--- src/rtl/midi_file_byte_parser_core_macros.svh ---
// assertion macros for the midi file parser
// used by the files that assert; no dependencies
`ifndef MIDI_FILE_BYTE_PARSER_CORE_MACROS_SVH
`define MIDI_FILE_BYTE_PARSER_CORE_MACROS_SVH

// implication checked at every clock edge outside reset
`define MFP_ASSERT_IMP(label, clk, rstn, cond, expr, msg) \
    label: assert property (@(posedge clk) disable iff (!rstn) (cond) |-> (expr)) \
        else $error(msg);

// next-cycle implication checked outside reset
`define MFP_ASSERT_NEXT(label, clk, rstn, cond, expr, msg) \
    label: assert property (@(posedge clk) disable iff (!rstn) (cond) |=> (expr)) \
        else $error(msg);

`endif

--- src/rtl/mfp_pkg.sv ---
// package for the midi file parser: phase codes, result kinds, error codes
// no dependencies
package mfp_pkg;

    typedef enum logic [14:0] {
        PH_MAGIC  = 15'd1 << 0,
        PH_HLEN   = 15'd1 << 1,
        PH_HBODY  = 15'd1 << 2,
        PH_TMAGIC = 15'd1 << 3,
        PH_TLEN   = 15'd1 << 4,
        PH_DELTA  = 15'd1 << 5,
        PH_STATUS = 15'd1 << 6,
        PH_DATA1  = 15'd1 << 7,
        PH_DATA2  = 15'd1 << 8,
        PH_MTYPE  = 15'd1 << 9,
        PH_MLEN   = 15'd1 << 10,
        PH_SYSLEN = 15'd1 << 11,
        PH_SKIP   = 15'd1 << 12,
        PH_TEMPO  = 15'd1 << 13,
        PH_DONE   = 15'd1 << 14
    } phase_t;

    localparam logic [2:0] KIND_HEADER  = 3'd0;
    localparam logic [2:0] KIND_NOTEOFF = 3'd1;
    localparam logic [2:0] KIND_NOTEON  = 3'd2;
    localparam logic [2:0] KIND_CONTROL = 3'd3;
    localparam logic [2:0] KIND_PROGRAM = 3'd4;
    localparam logic [2:0] KIND_TEMPO   = 3'd5;
    localparam logic [2:0] KIND_ERROR   = 3'd6;

    localparam logic [2:0] ERR_NONE      = 3'd0;
    localparam logic [2:0] ERR_NO_MTHD   = 3'd1;
    localparam logic [2:0] ERR_HDR_LEN   = 3'd2;
    localparam logic [2:0] ERR_FORMAT    = 3'd3;
    localparam logic [2:0] ERR_NO_MTRK   = 3'd4;
    localparam logic [2:0] ERR_TRUNCATED = 3'd5;

    localparam logic [32:0] CONSUMED_MAX = 33'h1_FFFF_FFFF;
    localparam logic [7:0]  META_TEMPO   = 8'h51;
    localparam logic [7:0]  STATUS_META  = 8'hFF;

    typedef struct packed {
        logic        valid;
        logic [2:0]  kind;
        logic [3:0]  channel;
        logic [6:0]  first_data;
        logic [6:0]  second_data;
        logic [31:0] tick;
        logic [23:0] tempo_us;
        logic [1:0]  file_format;
        logic [15:0] track_count;
        logic [15:0] division;
        logic [2:0]  error_code;
        logic        done;
    } result_t;

    function automatic logic [7:0] hdr_mark(input logic [1:0] idx);
        case (idx)
            2'd0: hdr_mark = 8'h4D;
            2'd1: hdr_mark = 8'h54;
            2'd2: hdr_mark = 8'h68;
            default: hdr_mark = 8'h64;
        endcase
    endfunction

    function automatic logic [7:0] trk_mark(input logic [1:0] idx);
        case (idx)
            2'd0: trk_mark = 8'h4D;
            2'd1: trk_mark = 8'h54;
            2'd2: trk_mark = 8'h72;
            default: trk_mark = 8'h6B;
        endcase
    endfunction

endpackage

--- src/rtl/mfp_parse.sv ---
// byte parser state: one file byte per cycle while byte_en is high, at most one result per byte
// depends on mfp_pkg and the assertion macros
`include "midi_file_byte_parser_core_macros.svh"
module mfp_parse import mfp_pkg::*; (
    input  logic          aclk,
    input  logic          aresetn,
    input  logic          byte_en,
    input  logic [7:0]    data_byte,
    input  logic          start_of_file,
    input  logic          end_of_file,
    output result_t       result
);

    phase_t      phase_reg, phase_next;
    logic [2:0]  field_counter_reg, field_counter_next;
    logic [31:0] chunk_length_reg, chunk_length_next;
    logic [32:0] chunk_consumed_reg, chunk_consumed_next;
    logic [31:0] track_tick_reg, track_tick_next;
    logic [31:0] varlen_reg, varlen_next;
    logic [7:0]  running_status_reg, running_status_next;
    logic [7:0]  event_status_reg, event_status_next;
    logic [6:0]  held_data_reg, held_data_next;
    logic [7:0]  meta_type_reg, meta_type_next;
    logic [31:0] skip_reg, skip_next;
    logic [23:0] tempo_reg, tempo_next;
    logic [15:0] tracks_left_reg, tracks_left_next;
    logic [47:0] header_reg, header_next;
    logic [2:0]  error_reg, error_next;
    logic        finished_reg, finished_next;

    always_comb begin
        phase_t      ph;
        logic [2:0]  fc, cnt1;
        logic [31:0] clen;
        logic [32:0] cons;
        logic [31:0] ttick, vacc, skip, vl;
        logic [7:0]  rs, es, mt;
        logic [6:0]  hd;
        logic [23:0] tmp;
        logic [15:0] tl;
        logic [47:0] hw;
        logic [2:0]  err;
        logic        fin;
        logic        ev_done, em, redo;
        logic [2:0]  ek;
        logic [3:0]  ech;
        logic [6:0]  ed1, ed2;
        logic [23:0] etmp;
        logic [3:0]  hi;

        ph = phase_reg; fc = field_counter_reg; clen = chunk_length_reg;
        cons = chunk_consumed_reg; ttick = track_tick_reg; vacc = varlen_reg;
        rs = running_status_reg; es = event_status_reg; hd = held_data_reg;
        mt = meta_type_reg; skip = skip_reg; tmp = tempo_reg;
        tl = tracks_left_reg; hw = header_reg; err = error_reg;
        fin = finished_reg;
        em = 1'b0; ek = KIND_HEADER; ech = '0; ed1 = '0; ed2 = '0; etmp = '0;
        ev_done = 1'b0; redo = 1'b0;
        cnt1 = fc + 3'd1;
        vl = {vacc[24:0], data_byte[6:0]};
        hi = es[7:4];

        if (start_of_file) begin
            ph = PH_MAGIC; fc = '0; clen = '0; cons = '0; ttick = '0; vacc = '0;
            rs = '0; es = '0; hd = '0; mt = '0; skip = '0; tmp = '0; tl = '0;
            hw = '0; err = ERR_NONE; fin = 1'b0;
            cnt1 = 3'd1;
            hi = 4'h0;
        end

        if (err == ERR_NONE && !fin) begin
            if ((ph != PH_MAGIC) && (ph != PH_HLEN) && (ph != PH_HBODY) &&
                (ph != PH_TMAGIC) && (ph != PH_TLEN) && (ph != PH_DONE) &&
                cons != CONSUMED_MAX) begin
                cons = cons + 33'd1;
            end
            case (ph)
                PH_MAGIC, PH_TMAGIC: begin
                    if (data_byte != ((ph == PH_MAGIC) ? hdr_mark(fc[1:0])
                                                       : trk_mark(fc[1:0]))) begin
                        err = (ph == PH_MAGIC) ? ERR_NO_MTHD : ERR_NO_MTRK;
                    end else if (cnt1 == 3'd4) begin
                        fc = '0; clen = '0;
                        ph = (ph == PH_MAGIC) ? PH_HLEN : PH_TLEN;
                    end else begin
                        fc = cnt1;
                    end
                end
                PH_HLEN: begin
                    clen = {clen[23:0], data_byte};
                    fc = cnt1;
                    if (cnt1 == 3'd4) begin
                        if (clen != 32'd6) begin
                            err = ERR_HDR_LEN;
                        end else begin
                            fc = '0; hw = '0; ph = PH_HBODY;
                        end
                    end
                end
                PH_HBODY: begin
                    hw = {hw[39:0], data_byte};
                    fc = cnt1;
                    if (cnt1 == 3'd2 && hw > 48'd2) begin
                        err = ERR_FORMAT;
                    end else if (cnt1 == 3'd6) begin
                        fc = '0;
                        tl = hw[31:16];
                        em = 1'b1; ek = KIND_HEADER;
                        if (hw[31:16] == 16'd0) begin
                            fin = 1'b1; ph = PH_DONE;
                        end else begin
                            ph = PH_TMAGIC;
                        end
                    end
                end
                PH_TLEN: begin
                    clen = {clen[23:0], data_byte};
                    fc = cnt1;
                    if (cnt1 == 3'd4) begin
                        fc = '0; cons = '0; ttick = '0; rs = '0;
                        ev_done = 1'b1;
                    end
                end
                PH_DELTA: begin
                    vacc = vl;
                    if (!data_byte[7]) begin
                        ttick = ttick + vl;
                        vacc = '0;
                        ph = PH_STATUS;
                    end
                end
                PH_STATUS: begin
                    if (data_byte[7]) begin
                        es = data_byte;
                        rs = (data_byte[7:4] != 4'hF) ? data_byte : 8'h00;
                        vacc = '0;
                        if (data_byte[7:4] != 4'hF) ph = PH_DATA1;
                        else if (data_byte == STATUS_META) ph = PH_MTYPE;
                        else ph = PH_SYSLEN;
                    end else if (rs != 8'h00) begin
                        es = rs;
                        if (rs[7:4] == 4'hC) begin
                            em = 1'b1; ek = KIND_PROGRAM; ech = rs[3:0];
                            ed1 = data_byte[6:0];
                            ev_done = 1'b1;
                        end else if (rs[7:4] == 4'hD) begin
                            ev_done = 1'b1;
                        end else begin
                            hd = data_byte[6:0]; ph = PH_DATA2;
                        end
                    end else begin
                        cons = cons - 33'd1;
                        ev_done = 1'b1;
                        redo = 1'b1;
                    end
                end
                PH_DATA1: begin
                    if (hi == 4'hC) begin
                        em = 1'b1; ek = KIND_PROGRAM; ech = es[3:0];
                        ed1 = data_byte[6:0];
                        ev_done = 1'b1;
                    end else if (hi == 4'hD) begin
                        ev_done = 1'b1;
                    end else begin
                        hd = data_byte[6:0]; ph = PH_DATA2;
                    end
                end
                PH_DATA2: begin
                    ech = es[3:0]; ed1 = hd; ed2 = data_byte[6:0];
                    if (hi == 4'h8) begin
                        em = 1'b1; ek = KIND_NOTEOFF;
                    end else if (hi == 4'h9) begin
                        em = 1'b1;
                        ek = (data_byte[6:0] == 7'd0) ? KIND_NOTEOFF : KIND_NOTEON;
                    end else if (hi == 4'hB) begin
                        em = 1'b1; ek = KIND_CONTROL;
                    end
                    ev_done = 1'b1;
                end
                PH_MTYPE: begin
                    mt = data_byte; vacc = '0; ph = PH_MLEN;
                end
                PH_MLEN, PH_SYSLEN: begin
                    vacc = vl;
                    if (!data_byte[7]) begin
                        vacc = '0;
                        if (ph == PH_MLEN && mt == META_TEMPO && vl == 32'd3) begin
                            tmp = '0; fc = '0; ph = PH_TEMPO;
                        end else if (vl == 32'd0) begin
                            ev_done = 1'b1;
                        end else begin
                            skip = vl; ph = PH_SKIP;
                        end
                    end
                end
                PH_SKIP: begin
                    skip = skip - 32'd1;
                    if (skip == 32'd0) ev_done = 1'b1;
                end
                PH_TEMPO: begin
                    tmp = {tmp[15:0], data_byte};
                    fc = cnt1;
                    if (cnt1 >= 3'd3) begin
                        fc = '0;
                        em = 1'b1; ek = KIND_TEMPO; etmp = tmp;
                        ev_done = 1'b1;
                    end
                end
                default: begin
                end
            endcase

            if (ev_done) begin
                ph = PH_DELTA;
                vacc = '0;
                if (cons >= {1'b0, clen}) begin
                    tl = tl - 16'd1;
                    if (tl == 16'd0) begin
                        fin = 1'b1; ph = PH_DONE;
                    end else begin
                        ph = PH_TMAGIC; fc = '0;
                    end
                end
            end

            // a data byte with no running status is handled again
            if (redo && ph != PH_DONE) begin
                if (ph == PH_DELTA) begin
                    cons = (cons != CONSUMED_MAX) ? cons + 33'd1 : cons;
                    vacc = {25'd0, data_byte[6:0]};
                    if (!data_byte[7]) begin
                        ttick = ttick + {25'd0, data_byte[6:0]};
                        vacc = '0;
                        ph = PH_STATUS;
                    end
                end else begin
                    if (data_byte != trk_mark(2'd0)) begin
                        err = ERR_NO_MTRK;
                    end else begin
                        fc = 3'd1;
                    end
                end
            end

            if (err == ERR_NONE && !fin && end_of_file) err = ERR_TRUNCATED;
            if (err != ERR_NONE) begin
                ph = PH_DONE;
                em = 1'b1; ek = KIND_ERROR;
            end
        end

        phase_next = ph; field_counter_next = fc; chunk_length_next = clen;
        chunk_consumed_next = cons; track_tick_next = ttick; varlen_next = vacc;
        running_status_next = rs; event_status_next = es; held_data_next = hd;
        meta_type_next = mt; skip_next = skip; tempo_next = tmp;
        tracks_left_next = tl; header_next = hw; error_next = err;
        finished_next = fin;

        result.valid = byte_en & em;
        result.kind = ek;
        if (ek == KIND_ERROR) begin
            result.channel = '0; result.first_data = '0; result.second_data = '0;
            result.tick = '0; result.tempo_us = '0; result.file_format = '0;
            result.track_count = '0; result.division = '0;
            result.error_code = err; result.done = 1'b0;
        end else begin
            result.channel = ech; result.first_data = ed1; result.second_data = ed2;
            result.tick = (ek == KIND_HEADER) ? 32'd0 : ttick;
            result.tempo_us = etmp;
            result.file_format = hw[33:32];
            result.track_count = hw[31:16];
            result.division = hw[15:0];
            result.error_code = ERR_NONE;
            result.done = fin;
        end
    end

    always_ff @(posedge aclk) begin
        if (!aresetn) begin
            phase_reg <= PH_MAGIC;
            field_counter_reg <= '0;
            chunk_length_reg <= '0;
            chunk_consumed_reg <= '0;
            track_tick_reg <= '0;
            varlen_reg <= '0;
            running_status_reg <= '0;
            event_status_reg <= '0;
            held_data_reg <= '0;
            meta_type_reg <= '0;
            skip_reg <= '0;
            tempo_reg <= '0;
            tracks_left_reg <= '0;
            header_reg <= '0;
            error_reg <= ERR_NONE;
            finished_reg <= 1'b0;
        end else if (byte_en) begin
            phase_reg <= phase_next;
            field_counter_reg <= field_counter_next;
            chunk_length_reg <= chunk_length_next;
            chunk_consumed_reg <= chunk_consumed_next;
            track_tick_reg <= track_tick_next;
            varlen_reg <= varlen_next;
            running_status_reg <= running_status_next;
            event_status_reg <= event_status_next;
            held_data_reg <= held_data_next;
            meta_type_reg <= meta_type_next;
            skip_reg <= skip_next;
            tempo_reg <= tempo_next;
            tracks_left_reg <= tracks_left_next;
            header_reg <= header_next;
            error_reg <= error_next;
            finished_reg <= finished_next;
        end
    end

    `MFP_ASSERT_IMP(a_err_done, aclk, aresetn, error_reg != ERR_NONE, phase_reg == PH_DONE, "error without done phase")
    `MFP_ASSERT_IMP(a_fin_done, aclk, aresetn, finished_reg, phase_reg == PH_DONE, "finished without done phase")
    `MFP_ASSERT_IMP(a_quiet, aclk, aresetn, (error_reg != ERR_NONE || finished_reg) && !start_of_file, !result.valid, "result after end")
    `MFP_ASSERT_IMP(a_err_kind, aclk, aresetn, result.valid && result.kind == KIND_ERROR, result.error_code != ERR_NONE, "error result without code")

endmodule

--- src/rtl/midi_file_byte_parser_core.sv ---
// top level of the midi file parser: handshake and result register
// depends on mfp_pkg, mfp_parse and the assertion macros
//
//  channel | direction | word
//  s_      | in        | data_byte, start_of_file, end_of_file
//  m_      | out       | kind .. done_res, one result per word at most
//
//  one word per cycle while s_ready is high; a result appears in the cycle after
//  its word is taken, through the single parse step between the state and the
//  result register; aresetn clears all parser state synchronously
//  s_ready stays high while the result register is empty or being emptied
`include "midi_file_byte_parser_core_macros.svh"
module midi_file_byte_parser_core import mfp_pkg::*; (
    input  logic        aclk,
    input  logic        aresetn,
    input  logic        s_valid,
    output logic        s_ready,
    input  logic [7:0]  s_data_byte,
    input  logic        s_start_of_file,
    input  logic        s_end_of_file,
    output logic        m_valid,
    input  logic        m_ready,
    output logic [2:0]  m_kind,
    output logic [3:0]  m_channel,
    output logic [6:0]  m_first_data,
    output logic [6:0]  m_second_data,
    output logic [31:0] m_tick,
    output logic [23:0] m_tempo_us,
    output logic [1:0]  m_file_format,
    output logic [15:0] m_track_count,
    output logic [15:0] m_division,
    output logic [2:0]  m_error_code,
    output logic        m_done_res
);

    result_t res;
    result_t out_reg;
    logic    take;

    assign s_ready = !out_reg.valid || m_ready;
    assign take = s_valid && s_ready;

    mfp_parse u_parse (
        .aclk          (aclk),
        .aresetn       (aresetn),
        .byte_en       (take),
        .data_byte     (s_data_byte),
        .start_of_file (s_start_of_file),
        .end_of_file   (s_end_of_file),
        .result        (res)
    );

    // res.valid already carries the input handshake
    always_ff @(posedge aclk) begin
        if (!aresetn) begin
            out_reg <= '0;
        end else if (s_ready) begin
            out_reg <= res;
        end
    end

    assign m_valid = out_reg.valid;
    assign m_kind = out_reg.kind;
    assign m_channel = out_reg.channel;
    assign m_first_data = out_reg.first_data;
    assign m_second_data = out_reg.second_data;
    assign m_tick = out_reg.tick;
    assign m_tempo_us = out_reg.tempo_us;
    assign m_file_format = out_reg.file_format;
    assign m_track_count = out_reg.track_count;
    assign m_division = out_reg.division;
    assign m_error_code = out_reg.error_code;
    assign m_done_res = out_reg.done;

    `MFP_ASSERT_NEXT(a_hold, aclk, aresetn, m_valid && !m_ready, m_valid && $stable(m_tick) && $stable(m_kind), "result changed while stalled")
    `MFP_ASSERT_IMP(a_stall, aclk, aresetn, m_valid && !m_ready, !s_ready, "word taken while result stalled")
    `MFP_ASSERT_NEXT(a_fill, aclk, aresetn, take && res.valid, m_valid, "result lost")

endmodule
--- config.mk ---
export PLATFORM = sky130hd
export DESIGN_NAME = midi_file_byte_parser_core
export DESIGN_NICKNAME = d
export VERILOG_FILES = /design/src/rtl/mfp_pkg.sv /design/src/rtl/mfp_parse.sv /design/src/rtl/midi_file_byte_parser_core.sv
export VERILOG_INCLUDE_DIRS = /design/src /design/src/rtl
export SDC_FILE = /design/constraint.sdc
export NUM_CORES = 2
export LEC_CHECK = 0
export ABC_AREA = 1
export BUFFER_PORTS_ARGS = -buffer_cell sky130_fd_sc_hd__buf_2
export CORE_MARGIN = 2
export CORE_UTILIZATION = 45
export CTS_CLUSTER_DIAMETER = 100
export DETAILED_ROUTE_END_ITERATION = 12
export GPL_TIMING_DRIVEN = 0
export PLACE_DENSITY_LB_ADDON = 0.05
export SKIP_CTS_REPAIR_TIMING = 1
export SLEW_MARGIN = 40
export SYNTH_ARGS = -nofsm -noshare
export SYNTH_HDL_FRONTEND = slang
export SYNTH_SLANG_ARGS = --single-unit
--- constraint.sdc ---
create_clock -name aclk -period 9.15 [get_ports aclk]
set_clock_uncertainty 0.1 [all_clocks]
set_input_delay 0.4575 -clock aclk [delete_from_list [all_inputs] [get_ports aclk]]
set_output_delay 0.4575 -clock aclk [all_outputs]
set_load 0.05 [all_outputs]
==> impl_metrics.ini <==
[run_status]
outcome = finished, violations left
violations = DRC

[synth]
syn_nets = 5849
synthArstFlopShare = 0
avgSynthCellArea_um2 = 5.79
synth.lib_cells_used.distinct = 72
synthTopCellsByCount = 1686 x nand2_1, 638 x inv_1, 563 x a21oi_1, 525 x nor2_1, 398 x o21ai_0
synth_fa_ha_area_frac = 0.0320
synth_top_family_by_area = simple AND/OR/NAND/NOR gates
synthFlopType = dfxtp_1
synth_compound_area_frac = 0.223
yosysWarningCount = 0
ys_ff_latch = 395
synth_seq_area_share = 0.237
synth-simple-area-share = 0.375
synth-xor-area-share = 0.0141
synth_edf_count = 0
yosys-top-cells-area = dfxtp_1 24%, nand2_1 19%, a21oi_1 8.5%
yosys.area.top_type = dfxtp_1
synthMuxAreaShare = 0
synth_area_um2 = 33300
synth_top_cell_area_share = 0.237
yosysMostFrequentCell = nand2_1
synthCells = 5751

[cts]
cts.sinks = 395
cts-root-buf = clkbuf_16
htreeDepth = 2
clkTransAtPathRegs_ps = 60
cts_made_buffers = 49
tritoncts = built
clk_latency_ps = 650
cts_buffer_depth = 3

[floorplan]
num_rows = 99
fp.dieH_um = 276
design.portCount = 131
core_um2 = 73100
die_w_um = 276
fp.dieArea_um2 = 76200
start_util = 0.456

[worst_setup_path]
reg2reg_slack_ps = 510
cp.required_ps = 9550
start_kind = primary input
end_kind = register
path_common_cell = nand2_1
cp_slowest_cell = o21ai_1
reg2reg_from = u_parse.chunk_consumed_reg[1]
path_buf_inv = 15
path_delay_family = simple AND/OR/NAND/NOR gates
crit_type = in2reg
rr_worst_depth = 51
r2r-end = m_tick[22]
arrival_ps = 9200
critPathMaxStageDelay_ps = 580
worstPathMaxFanout = 10

[routing]
wire_per_inst_um = 24.9
viasPerCell = 6.04
drc = 2
totalWireLength_um = 173000
num_vias = 41900
antenna_left = 0
dr.first_iter.drc_count = 5628
first_pass_iters = 11

[timing]
fmax_mhz = 114
finalHoldViolCount = 0
worstMarginPinSlew_ps = 1000
slew_headroom = 0.332
setup_viol = 0
layout_setup_ws_ps = 354
fin_crit_sh = 0.961
rsz0062_at_grt = no
drv_slew = 0
post-route-min-period_ps = 8800
timing.hold.ws_ps = 297

[power_and_ir_drop]
p_leak_nw = 16.9
power_density_nw_per_um2 = 186
worst_ir_drop_vdd_uv = 141

[placement]
portBuffers = 128
gp_congestion = 1.06
place_area_um2 = 35200
dp.final_hpwl_um = 137000
pre_cts_slack_ps = -1080

[worst_hold_path]
hp-class = in2reg
min_to = u_parse.chunk_consumed_reg[7]
hold_path_depth = 4
min_from = s_start_of_file

[layout]
fin_nets = 6034
largest_reg_flops = 40
areaGrowthSynthToFinish_pct = 11.4
nFillCells = 8018
final_cell_area_um2 = 37100
drive_gt1_frac = 0.0859

[global_route]
grt-ovfl-total = 0
grt_pass1_vias = 37800
grt_pass1_wl_um = 248000
grtUsageTotal = 0.432
antenna_found_initial = 4
grt_max_degree = 16

[job]
max_cap_violations = 0
## power breakdown
group	switching (mW)	internal, mW	leakage, nW	total, mW
sequential	0.0914	1.85	3.23	1.94
clock	0.916	1.19	0.818	2.11
combinational	2.14	0.700	12.9	2.84
total	3.15	3.74	16.9	6.89
## layer usage
metal  vias to the layer above  part of all wire  global-route usage
li1                      19400                 -                   -
met1                     19500              0.39               0.545
met2                      2526              0.42               0.666
met3                       537              0.12               0.106
met4                         4             0.070               0.260
met5                         -           0.00016                   0
## worst max path at each step
stage / to / slack [ps] / cells after the start / startpoint
2_1_floorplan: m_tempo_us[20] / 2360 / 51 / s_start_of_file
3_3_place_gp: m_tick[27] / -1810 / 53 / s_start_of_file
3_5_place_dp: m_tick[29] / -1080 / 53 / s_start_of_file
4_1_cts: m_tick[29] / -430 / 53 / s_start_of_file
5_1_grt: u_parse.chunk_consumed_reg[14] / 9 / 52 / s_start_of_file
6_report: m_tick[22] / 350 / 54 / s_start_of_file
## worst reg2reg max path: cells and delay by family, from the launching register on
family,cells,cell delay [ps]
adder cells (fa/ha/maj),3,820
AO/OA/AOI/OAI,6,1220
flip-flops,1,340
AND/OR/NAND/NOR,32,4670
buffers and inverters,9,1270
XOR/XNOR,1,80
## cells by family (layout without fill, tap and decap cells)
logic type	after synthesis	after routing
other	0	4
xor gates and xnor gates	52	52
buffers and inverters	980	1204
AOI/OAI and AO/OA	1321	1321
DFF	395	395
and+or+nand+nor	2919	2919
adders and majority gates	84	84
## placed cells by master, fill, tap and decap left out, types with 62 or more instances in the layout
master       n
nand2_1   1685
inv_1      638
a21oi_1    563
nor2_1     521
dfxtp_1    395
o21ai_0    393
nand3_1    365
clkbuf_1   186
buf_2      159
nand4_1    114
ha_1        81
o22ai_1     62
## per-stage QoR
| step | utilization | total power, mW | std cells | TNS, ps |
|---|---|---|---|---|
| global route | 0.508 | 7.11 | 6934 | 0 |
| finish | 0.508 | 6.89 | 6938 | 0 |
| CTS | 0.505 | 6.73 | 6929 | -22570 |
| detailed placement | 0.482 | 4.66 | 6839 | -139610 |
| global placement | 0.481 | 4.64 | 6838 | -289440 |
| floorplan | - | 3.67 | 5751 | 0 |
## cell type report
cell class / instances / area [um2] / area share
Clock inverter: 21 / 288 / 0.00776
Buffer: 306 / 1500 / 0.0404
Inverter: 673 / 2530 / 0.0682
Sequential cell: 395 / 7910 / 0.213
Antenna cell: 4 / 10.0 / 0.000270
Clock buffer: 69 / 1400 / 0.0378
Timing Repair Buffer: 135 / 713 / 0.0192
Tap cell: 959 / 1200 / 0.0323
Multi-Input combinational cell: 4376 / 21600 / 0.581
No activity file was read; power rests on OpenSTA's default activity.
